[src/hdl/dfft_pkg.sv]
package dfft_pkg;

    typedef struct packed {
        logic        is_mgmt;
        logic [15:0] ctrl_word;
        logic [11:0] frame_len;
        logic [47:0] dest_addr;
        logic [47:0] src_addr;
        logic [7:0]  reason_byte;
        logic [3:0]  channel;
        logic [31:0] now_ms;
    } in_item_t;

    typedef struct packed {
        logic [1:0]  status;
        logic [4:0]  slot;
        logic        frame_kind;
        logic [15:0] hit_count;
        logic [5:0]  entries_used;
    } out_item_t;

    typedef struct packed {
        logic [47:0] src;
        logic [47:0] dst;
        logic [3:0]  chan;
        logic        kind;
        logic [7:0]  reason;
        logic [31:0] seen;
        logic [15:0] hits;
    } entry_t;

    typedef struct packed {
        logic        match;
        logic        kind;
        logic [15:0] hits;
    } cmp_res_t;

    localparam int ENTRY_W = $bits(entry_t);

    localparam logic [11:0] MIN_FRAME_LEN = 12'd26;
    localparam logic [1:0]  FTYPE_MGMT    = 2'h0;
    localparam logic [3:0]  SUB_DEAUTH    = 4'hC;
    localparam logic [3:0]  SUB_DISASSOC  = 4'hA;
    localparam logic [15:0] HITS_MAX      = 16'hFFFF;
    localparam logic [15:0] HITS_FIRST    = 16'd1;

    localparam logic [1:0] STATUS_IGNORED  = 2'd0;
    localparam logic [1:0] STATUS_UPDATED  = 2'd1;
    localparam logic [1:0] STATUS_NEW      = 2'd2;
    localparam logic [1:0] STATUS_REPLACED = 2'd3;

    localparam logic KIND_DEAUTH   = 1'b0;
    localparam logic KIND_DISASSOC = 1'b1;

endpackage

[src/hdl/dfft_cmp.sv]
module dfft_cmp import dfft_pkg::*; #(
    parameter int IDX_W = 5
) (
    input  logic             aclk,
    input  logic             cmp_valid,
    input  logic [IDX_W-1:0] cmp_idx,
    input  entry_t           entry,
    input  in_item_t         key,
    output cmp_res_t         res,
    output logic [IDX_W-1:0] min_idx
);

    logic [31:0]      min_seen_reg;
    logic [IDX_W-1:0] min_idx_reg;
    logic             take_min;

    // key match on (src, dst, channel)
    assign res.match = cmp_valid && (entry.src == key.src_addr) &&
                       (entry.dst == key.dest_addr) && (entry.chan == key.channel);
    assign res.kind  = entry.kind;
    assign res.hits  = entry.hits;

    // strict less-than keeps the lowest index on ties; index 0 seeds the search
    assign take_min = cmp_valid && ((cmp_idx == '0) || (entry.seen < min_seen_reg));

    always_ff @(posedge aclk) begin
        if (take_min) begin
            min_seen_reg <= entry.seen;
            min_idx_reg  <= cmp_idx;
        end
    end

    assign min_idx = min_idx_reg;

endmodule

[config.mk]
export PLATFORM = sky130hd
export DESIGN_NAME = dfft_cmp
export DESIGN_NICKNAME = d
export VERILOG_FILES = /design/src/hdl/dfft_pkg.sv /design/src/hdl/dfft_cmp.sv
export SDC_FILE = /design/constraint.sdc
export NUM_CORES = 1
export LEC_CHECK = 0
export BUFFER_PORTS_ARGS = -buffer_cell sky130_fd_sc_hd__buf_4
export CAP_MARGIN = 15
export CELL_PAD_IN_SITES_DETAIL_PLACEMENT = 1
export CELL_PAD_IN_SITES_GLOBAL_PLACEMENT = 1
export CORE_AREA = 4 4 136 138
export DETAILED_ROUTE_END_ITERATION = 7
export DIE_AREA = 0 0 140 142
export PLACE_DENSITY_LB_ADDON = 0.15
export SLEW_MARGIN = 20
export SYNTH_ARGS = -nofsm -noshare
export SYNTH_HDL_FRONTEND = slang
export SYNTH_SLANG_ARGS = --single-unit
[constraint.sdc]
create_clock -name aclk -period 5.1 [get_ports aclk]
set_input_delay 1.02 -clock aclk [delete_from_list [all_inputs] [get_ports aclk]]
set_output_delay 1.02 -clock aclk [all_outputs]
set_load 0.05 [all_outputs]
==> flow_summary.toml <==
[floorplanning]
io_pins = 356
core-area_mm2 = 0.0172
die_area_mm2 = 0.0199
die_w_um = 140
rows = 48
start_util_pct = 18.9
die_h_um = 142

[global_route]
use_met2_pct = 28.2
busiest_layer = "met2"
globalRouteMet1Util_pct = 14.3
antenna_found_initial = 1
grt_pass1_wl_um = 22200
grt_use_total_pct = 14.6
grt_pass1_vias = 4119
gr-total-overflow = 0
use_met3_pct = 6.89
grt_max_degree = 27

[synth]
ys_seq_area_share_pct = 34.2
syn-num-nets = 711
yosys_warnings = 0
synth_seq_cells = 37
synth_area_mm2 = 0.00325
syn_inst = 347
synth.distinct_cells = 38
syn_avg_cell_area_um2 = 9.36

[sta]
tightest_slew_ps = 612
setup_viol = 0
rsz0062_at_grt = "no"
relSlewSlack_pct = 58.9
finalCritPeriodShare_pct = 72.3
maxSlewViolCount = 0
tns_ps = 0
hold_viol = 0
hold_ws_ps = 922
finClkSkew_ps = 8.46
clock.fmax_ghz = 0.271
min_period_ps = 3690

[worst_setup_path]
crit_buf_inv = 3
endpoint_kind = "output pin"
critical_path_required_ps = 4080
path_cells = "buf_4 -> inv_1 -> o22ai_1 -> nor4_1 -> nand4b_1 -> nor4_1 -> and3_1 -> buf_4"
arrival_ps = 2670
path_delay_family = "simple AND/OR/NAND/NOR gates"
critPathSlowestCell = "nor4_1"
cp-start-kind = "primary input"
worstSetupPathType = "in2out"
critPathMaxFanout = 2
max_stage_delay_ps = 440

[pwr]
p_comb_share_pct = 35.3
intPower_mw = 0.838
clock_power_share_pct = 29.9
switching_share_pct = 27.7
p_per_area_mw_per_mm2 = 214
p_leak_nw = 2.64
power_switching_mw = 0.321
p_seq_share_pct = 34.8
irDropWorstVdd_mv = 0.205

[routing]
drt_first_iter_violations = 73
wl_per_cell_um = 18.6
drt-total-wl_um = 15000
postRouteAntennaNets = 0
viasPerCell = 4.30
first_pass_iters = 4
post-route-drc-count = 0
routed-via-count = 3477

[cts]
cts_max_level = 2
cts_hold_buffers = 0
cts_inserted_buffers = 5
postCtsResizedCells = 0
clk_path_buf_depth = 2
cts_setup_buffers = 0
root_buffer = "clkbuf_16"
clock_latency_ps = 280
cts_tree = "yes"
clk_pin_slew_worst_paths_ps = 60
cts.sinks = 37

[finish]
area.growth.synth_to_final_pct = 66.4
n_fill_cell = 2067
final_common_cell = "buf_4"
final_layout_size_suffix_gt1_share_pct = 43.9
layout_common_cells = "buf_4 (245), inv_1 (79), edfxtp_1 (37)"
fin_cells = 809
nNetsFinal = 946
largest_reg_flops = 32

[placed_design]
io_buffers = 244
dpl.hpwl_um = 14100
post-place-cells = 800
gp_congestion = 0.880

[worst_hold_path]
hp-class = "in2reg"

[run]
cap_violations = 0

[status]
run_status = "finished clean"
worst paths after layout:
check | from | end | cells past startpoint | slack, ps
setup reg to reg | min_seen_reg[25] | min_seen_reg[18] | 9 | 2050
setup / recovery | key[123] | res[17] | 8 | 1410
hold reg to reg | min_seen_reg[31] | min_idx[0] | 5 | 1390
hold / removal | cmp_idx[1] | min_idx[1] | 1 | 920
metal layers:
metal / up-vias / wire, um
met5: - / 0
met4: 0 / 193
met3: 9 / 1660
met2: 152 / 8120
met1: 1605 / 5060
li1: 1711 / -
per-stage QoR:
step	cell area [um2]	util (%)	setup slack (ps)	power, mW
CTS	5410	31.5	1380	1.18
global placement	5240	30.5	1220	0.817
finish	5410	31.5	1410	1.16
global route	5410	31.5	1230	1.23
detailed placement	5240	30.5	1200	0.827
floorplan	3250	-	1580	0.635
kinds of logic (layout without fill, tap and decap cells):
family	after synthesis	count (layout)	synth area share, %
simple gates	56	56	10.1
other cells	0	1	0
fa+ha+maj	31	31	11.9
flops	37	37	34.2
buf+inv	101	337	13.6
compound gates	72	72	16.7
xor+xnor	50	50	13.5
worst register-to-register path: stages (launching register included):
cell and delay (ps):
edfxtp_1 360, inv_1 70, ha_1 230, a21o_1 170
a221o_1 340, a221oi_2 350, and3_1 200, o311ai_1 100
nand2_1 420, buf_4 440
cell type report:
cell class	instances	area, um2	area share (%)
inverter	84	315	5.83
sequential	37	1110	20.5
clock buffer	6	129	2.38
timing repair buffer	245	1840	34.0
antenna	1	2.50	0.0463
multi-input combinational	209	1700	31.4
clock inverter	2	33.8	0.625
tap	225	282	5.21
power by group through the flow:
stage / sequential, mW / combinational [mW] / clock (mW)
after global routing: 0.408 / 0.459 / 0.367
after detailed placement: 0.410 / 0.417 / 0
final: 0.403 / 0.409 / 0.347
after global placement: 0.409 / 0.408 / 0
after floorplan: 0.429 / 0.206 / 0
after CTS: 0.404 / 0.419 / 0.357
Yosys cell counts, drive strengths merged:
library cell / n / share of area, %
and2: 3 / 0.58
a21o: 2 / 0.46
nand4bb: 1 / 0.35
and4: 1 / 0.27
a221o: 1 / 0.31
nand2: 8 / 0.92
buf: 17 / 3.9
o22ai: 19 / 3.7
o311ai: 1 / 0.27
nor4: 10 / 1.9
nor2: 3 / 0.35
nand3: 4 / 0.62
a21oi: 9 / 1.4
inv: 82 / 9.5
o21ai: 3 / 0.46
edfxtp: 37 / 34
nor3: 3 / 0.46
a31oi: 1 / 0.19
nand2b: 1 / 0.19
and3: 2 / 0.38
o211ai: 1 / 0.23
xor2: 17 / 4.6
nand4: 18 / 3.5
a22oi: 4 / 0.92
xnor2: 33 / 8.9
or4b: 1 / 0.31
a2111oi: 2 / 0.77
a221oi: 19 / 5.3
o221ai: 1 / 0.27
clkinv: 2 / 0.23
ha: 31 / 12
nand4b: 1 / 0.27
o2bb2ai: 9 / 2.4
No activity file was read; power rests on OpenSTA's default activity.
