==> config.mk <==
export PLATFORM = sky130hd
export DESIGN_NAME = dfft_ram
export DESIGN_NICKNAME = d
export VERILOG_FILES = /design/src/hdl/dfft_ram.sv
export SDC_FILE = /design/constraint.sdc
export NUM_CORES = 1
export LEC_CHECK = 0
export BUFFER_PORTS_ARGS = -buffer_cell sky130_fd_sc_hd__buf_2
export CORE_ASPECT_RATIO = 0.8
export CORE_MARGIN = 5
export CORE_UTILIZATION = 55
export DETAILED_ROUTE_END_ITERATION = 6
export PLACE_DENSITY = 0.79
export SYNTH_ARGS = -nofsm -noshare
export SYNTH_HDL_FRONTEND = slang
export SYNTH_SLANG_ARGS = --single-unit
==> constraint.sdc <==
create_clock -name aclk -period 2.8 [get_ports aclk]
set_input_delay 0.56 -clock aclk [delete_from_list [all_inputs] [get_ports aclk]]
set_output_delay 0.56 -clock aclk [all_outputs]
set_load 0.01 [all_outputs]
==> src/hdl/dfft_ram.sv <==
module dfft_ram #(
    parameter int WIDTH = 8,
    parameter int DEPTH = 32
) (
    input  logic                     aclk,
    input  logic                     wr_en,
    input  logic [$clog2(DEPTH)-1:0] wr_addr,
    input  logic [WIDTH-1:0]         wr_data,
    input  logic [$clog2(DEPTH)-1:0] rd_addr,
    output logic [WIDTH-1:0]         rd_data
);

    logic [WIDTH-1:0] mem_reg [DEPTH];
    logic [WIDTH-1:0] rd_data_reg;

    always_ff @(posedge aclk) begin
        if (wr_en) begin
            mem_reg[wr_addr] <= wr_data;
        end
        rd_data_reg <= mem_reg[rd_addr];
    end

    assign rd_data = rd_data_reg;

endmodule

==> results of run 1 <==
==> power by group <==
| group | leakage (µW) | total (µW) | switching, µW | internal [µW] |
|---|---|---|---|---|
| clock | 0.000351 | 2960 | 1330 | 1630 |
| combinational | 0.000926 | 428 | 237 | 191 |
| sequential | 0.00237 | 4420 | 23.7 | 4390 |
| total | 0.00365 | 7800 | 1590 | 6220 |
==> metal layers <==
metal	up-vias	global-route usage	wire (µm)
met5	-	0	8
met4	2	0.0451	429
met3	35	0.0398	2070
met2	263	0.291	9090
met1	2434	0.314	8580
li1	1918	-	-
==> stage by stage <==
| stage | setup WS, ns | area [µm²] | power [µW] |
|---|---|---|---|
| floorplan | 0.438 | 10100 | 4730 |
| global placement | 0.212 | 10700 | 4910 |
| detailed placement | 0.180 | 10700 | 4930 |
| CTS | 0.718 | 11400 | 7850 |
| global route | 0.662 | 11400 | 8060 |
| finish | 0.711 | 11400 | 7800 |
==> worst max-delay path, delay by kind of cell <==
kind / cells / cell delay (ns)
multiplexers: 3 / 1.37
buffers and inverters: 2 / 0.53
==> final cells by class <==
cell class	count	area [µm²]	share of cell area
Tap cell	230	288	0.0252
Multi-Input combinational cell	133	2100	0.184
Timing Repair Buffer	65	485	0.0425
Clock inverter	12	58.8	0.00515
Sequential cell	264	7850	0.687
Clock buffer	31	648	0.0567
==> Yosys cell counts (all sizes together) <==
| master | count | area share |
|---|---|---|
| edfxtp | 256 | 0.76 |
| dfxtp | 8 | 0.016 |
| nand3 | 2 | 0.0010 |
| clkbuf | 6 | 0.0022 |
| nand2 | 1 | 0.00037 |
| mux4 | 80 | 0.18 |
| or3b | 3 | 0.0026 |
| nand3b | 5 | 0.0037 |
| nor2 | 33 | 0.012 |
| mux2 | 8 | 0.0090 |
| or3 | 1 | 0.00062 |
| buf | 14 | 0.0083 |
==> worst max-delay path by stage <==
| stage | startpoint | end | slack, ns | cells past startpoint |
|---|---|---|---|---|
| detailed placement | rd_addr[0] | rd_data[1] | 0.18 | 5 |
| CTS | rd_addr[0] | rd_data[6] | 0.72 | 5 |
| finish | rd_addr[0] | rd_data[1] | 0.71 | 5 |
| floorplan | rd_addr[2] | rd_data[0] | 0.44 | 5 |
| global route | rd_addr[0] | rd_data[6] | 0.66 | 5 |
| global placement | rd_addr[0] | rd_data[1] | 0.21 | 5 |
==> kinds of logic after synthesis <==
kind of cell,Yosys count
buffers and inverters,20
muxes,88
and+or+nand+nor,45
DFF,264
==> impl_metrics.env, run 1 <==
export IMPL_dp_cells=692
export IMPL_clk_path_buf_depth=3
export IMPL_die_w_um=161
export IMPL_coreArea_um2=18100
export IMPL_yosysSeqAreaShare=0.781
export IMPL_cap_violations=0
export IMPL_r2r_cells=3
export IMPL_syn_area_per_cell_um2=24.1
export IMPL_first_iter_violations=579
export IMPL_nets=508
export IMPL_p_per_area_nw_per_um2=683
export IMPL_firstDrtPassIters=5
export IMPL_routedWlPerCell_um=27.4
export IMPL_crit_fanout=18
export IMPL_ys_types=15
export IMPL_hold_viol_final=0
export IMPL_clock_sinks=264
export IMPL_synthSimpleGateAreaFrac=0.0207
export IMPL_end_kind="flip-flop"
export IMPL_die_area_um2=21100
export IMPL_insertion_delay_ns=0.51
export IMPL_ant_nets=0
export IMPL_synth_top_family_by_area="multiplexers"
export IMPL_synth_fa_ha_area_frac=0
export IMPL_ios=28
export IMPL_netlist_instances=417
export IMPL_cts_setup_buffers=0
export IMPL_synthMuxAreaShare=0.188
export IMPL_setup_violations_final=0
export IMPL_reg2reg_to="rd_data[1]"
export IMPL_vias_per_cell=6.33
export IMPL_rsz0062_at_grt="false"
export IMPL_tritoncts="built"
export IMPL_worstHoldStart="rd_addr[3]"
export IMPL_setup_tns_final_ns=0
export IMPL_holdPathEnd="rd_data[5]"
export IMPL_period_minus_slack_ns=2.09
export IMPL_grtUsageTotal=0.198
export IMPL_syn_to_final_growth_pct=13.7
export IMPL_fin_crit_sh=0.746
export IMPL_tightest_slew_ns=0.730
export IMPL_cp_slowest_cell="mux4_2"
export IMPL_relSlewSlack=0.511
export IMPL_hold_depth=2
export IMPL_hp_class="in2reg"
export IMPL_drive_above_1_share=0.376
export IMPL_grt_pass1_wl_um=30400
export IMPL_synth_warnings=0
export IMPL_fillCellCount=1163
export IMPL_final_util=0.633
export IMPL_die_h_um=131
export IMPL_dp_hpwl_um=12600
export IMPL_h_tree_depth=1
export IMPL_startpoint_type="input port"
export IMPL_crit_type="in2reg"
export IMPL_root_buffer="clkbuf_16"
export IMPL_required_ns=3.19
export IMPL_final_cell_mix="edfxtp_1 (256), mux4_2 (80), buf_4 (34)"
export IMPL_rr_startpoint="mem_reg[13][1]"
export IMPL_num_rows=44
export IMPL_portBuffers=27
export IMPL_ctsResizeCount=0
export IMPL_p_leak_uw=0.00365
export IMPL_cts_hold_fix_buffers=0
export IMPL_num_antenna_cells=0
export IMPL_layout_commonest_cell="edfxtp_1"
export IMPL_crit_chain="buf_4 -> buf_12 -> mux4_2 -> mux4_2 -> mux2_2"
export IMPL_peakVddDrop_mv=0.431
export IMPL_cp_common_cell="mux4_2"
export IMPL_synth_area_um2=10100
export IMPL_grt_overflow_total=0
export IMPL_grt_pass1_vias=4672
export IMPL_skew_ns=0.0156
export IMPL_final_cells=735
export IMPL_grt_max_degree=65
export IMPL_regToRegSetupSlack_ns=0.97
export IMPL_hold_worst_slack_ns=0.493
export IMPL_largest_reg_flops=256
export IMPL_synth_compound_area_share=0
export IMPL_synth_xor_area_frac=0
export IMPL_start_util=0.557
export IMPL_final_max_slew_viol_count=0
export IMPL_antenna_found_initial=1
export IMPL_fmax_mhz=479
export IMPL_synth_seq_cells=264
export IMPL_crit_arrival_ns=2.48
export IMPL_status="finished, final reports clean"
export IMPL_cpPeakStageDelay_ns=0.55
export IMPL_gp_congestion=0.777
export IMPL_remaining_drc_errors=0
export IMPL_finalWirelength_um=20200
export IMPL_cts_buffers=24
export IMPL_synth_nets=437
export IMPL_clk_pin_slew_ns=0.06
export IMPL_num_vias=4652
(Power assumes the default switching activity.)
==> inputs of run 2 (changes only) <==
ABC_AREA = 1   (was not set)
PLACE_DENSITY = 0.81   (was 0.79)
clock period = 1.7 ns   (was 2.8 ns; I/O delays follow)
==> run 2 against run 1 <==
Net effect: critical path depth decreased by 4; highest routed layer is now met4; sequential cell count unchanged; largest cell class unchanged; global-route usage grew 2.6 points; synthesized area rose by 7.3%; sequential power grew 64%; clock power increased by 73%; utilization up 0.25 points; final cell count up 71%.
==> impl_metrics.env, run 2 <==
export IMPL_setup_violations_final=0
export IMPL_holdPathEnd="rd_data[3]"
export IMPL_startpoint_type="flip-flop"
export IMPL_die_area_um2=22500
export IMPL_hp_class="in2reg"
export IMPL_first_iter_violations=1038
export IMPL_root_buffer="clkbuf_16"
export IMPL_r2r_cells=8
export IMPL_clk_pin_slew_ns=0.06
export IMPL_regToRegSetupSlack_ns=0.50
export IMPL_final_cells=1258
export IMPL_end_kind="output pin"
export IMPL_final_max_slew_viol_count=0
export IMPL_synth_area_um2=10800
export IMPL_finalWirelength_um=25100
export IMPL_synth_nets=942
export IMPL_num_vias=7243
export IMPL_async_flop_share=0
export IMPL_cts_setup_buffers=0
export IMPL_die_h_um=135
export IMPL_netlist_top_cells_area="edfxtp_1 (71%), nand2_1 (13%), nand3_1 (9.5%)"
export IMPL_ios=28
export IMPL_design_area_um2=12200
export IMPL_critPathTopFamily="flip-flops"
export IMPL_hold_depth=3
export IMPL_relSlewSlack=0.551
export IMPL_grt_pass1_wl_um=39100
export IMPL_largest_reg_flops=256
export IMPL_hold_viol_final=0
export IMPL_period_minus_slack_ns=1.44
export IMPL_yosys_cell_count_top_type="nand2_1"
export IMPL_final_util=0.635
export IMPL_dp_hpwl_um=14500
export IMPL_cp_slowest_cell="dfxtp_1"
export IMPL_dp_cells=1212
export IMPL_setup_tns_final_ns=0
export IMPL_antenna_found_initial=1
export IMPL_crit_chain="buf_2"
export IMPL_num_rows=45
export IMPL_vias_per_cell=5.76
export IMPL_layout_commonest_cell="nand2_1"
export IMPL_start_util=0.563
export IMPL_ctsResizeCount=0
export IMPL_fmax_mhz=696
export IMPL_cts_hold_fix_buffers=0
export IMPL_gp_congestion=0.838
export IMPL_place_area_um2=11400
export IMPL_insertion_delay_ns=0.52
export IMPL_cpPeakStageDelay_ns=0.42
export IMPL_portBuffers=27
export IMPL_tightest_slew_ns=0.673
export IMPL_synth_edf_count=256
export IMPL_coreArea_um2=19100
export IMPL_status="finished, final reports clean"
export IMPL_tritoncts="built"
export IMPL_p_leak_uw=0.00459
export IMPL_grt_pass1_vias=7035
export IMPL_netlist_instances=922
export IMPL_syn_area_per_cell_um2=11.7
export IMPL_synthFlopType="edfxtp_1"
export IMPL_rsz0062_at_grt="false"
export IMPL_clk_path_buf_depth=3
export IMPL_grt_max_degree=69
export IMPL_routedWlPerCell_um=20.0
export IMPL_rr_startpoint="mem_reg[28][6]"
export IMPL_peakVddDrop_mv=0.916
export IMPL_yosysSeqAreaShare=0.728
export IMPL_synth_largest_area_cell="edfxtp_1"
export IMPL_skew_ns=0.0137
export IMPL_remaining_drc_errors=0
export IMPL_reg2reg_to="rd_data[6]"
export IMPL_firstDrtPassIters=6
export IMPL_crit_type="reg2out"
export IMPL_crit_arrival_ns=1.10
export IMPL_synth_commonest_cells="nand2_1 (360), edfxtp_1 (256), nand3_1 (204), nor2_1 (32), buf_6 (24)"
export IMPL_h_tree_depth=1
export IMPL_fin_crit_sh=0.846
export IMPL_grtUsageTotal=0.223
export IMPL_synth_warnings=0
export IMPL_ant_nets=0
export IMPL_final_cell_mix="nand2_1 (360), edfxtp_1 (256), nand3_1 (204)"
export IMPL_clock_sinks=264
export IMPL_cap_violations=0
export IMPL_multi_input_area_um2=2490
export IMPL_grt_overflow_total=0
export IMPL_cts_buffers=25
export IMPL_ys_types=12
export IMPL_drive_above_1_share=0.123
export IMPL_worst_path_buf_inv=1
export IMPL_worstHoldStart="rd_addr[4]"
export IMPL_fillCellCount=1418
export IMPL_seqCellArea_um2=7850
export IMPL_p_per_area_nw_per_um2=1090
export IMPL_synth_seq_cells=264
export IMPL_crit_fanout=1
export IMPL_die_w_um=167
export IMPL_syn_to_final_growth_pct=12.8
export IMPL_synth_top_cell_area_share=0.713
export IMPL_required_ns=1.36
export IMPL_nets=1001
## run 2: cell types whose count changed after synthesis, moves of 3 or more
cell      before  now
nand3b_1       5    0
mux4_2        80    0
buf_1          6    2
buf_6          1   24
buf_2          1   15
inv_1          0    8
or3b_2         3    0
mux2_2         8    0
nand3_1        2  204
nand2_1        1  360
## run 2: final cells by class
| class | count | share of cell area |
|---|---|---|
| diodes | 2 | 0.000411 |
| clock buffers | 34 | 0.0575 |
| clock inverters | 10 | 0.00432 |
| inverters | 10 | 0.00329 |
| multi-input cells | 596 | 0.205 |
| flip-flops and latches | 264 | 0.645 |
| well taps | 258 | 0.0265 |
| repair buffers | 84 | 0.0578 |
## run 2: power by group
| group | switching, µW | internal [µW] |
|---|---|---|
| logic | 632 | 271 |
| registers | 30.8 | 7230 |
| clock network | 2250 | 2870 |
## run 2: metrics by stage
stage | total power (µW) | hold slack (ns) | setup WS [ns]
after floorplan | 7920 | 0.439 | 0.326
after global placement | 8260 | 0.702 | 0.0927
after detailed placement | 8290 | 0.702 | 0.0548
after CTS | 13300 | 0.166 | 0.265
after global routing | 13700 | 0.196 | 0.246
final | 13300 | 0.175 | 0.262
## run 2: cell families after synthesis
family,after synthesis,synth area share
flip-flops,264,0.728
AND/OR/NAND/NOR,596,0.231
buffers and inverters,62,0.0414
## run 2: how the worst max path moves through the flow
stage | from | cells after the start | endpoint
floorplan | wr_addr[0] | 3 | mem_reg[0][0]
global placement | rd_addr[0] | 11 | rd_data[6]
detailed placement | rd_addr[0] | 11 | rd_data[6]
CTS | rd_data[0] | 1 | rd_data[0]
global route | rd_data[0] | 1 | rd_data[0]
finish | rd_data[0] | 1 | rd_data[0]
## run 2: metal layers
layer | up-vias | wire (µm) | part of all wire | track usage
met5 | - | 0 | 0 | 0
met4 | 0 | 550 | 0.022 | 0.0532
met3 | 59 | 2260 | 0.090 | 0.0335
met2 | 377 | 12500 | 0.50 | 0.381
met1 | 3494 | 9830 | 0.39 | 0.308
li1 | 3313 | - | - | -
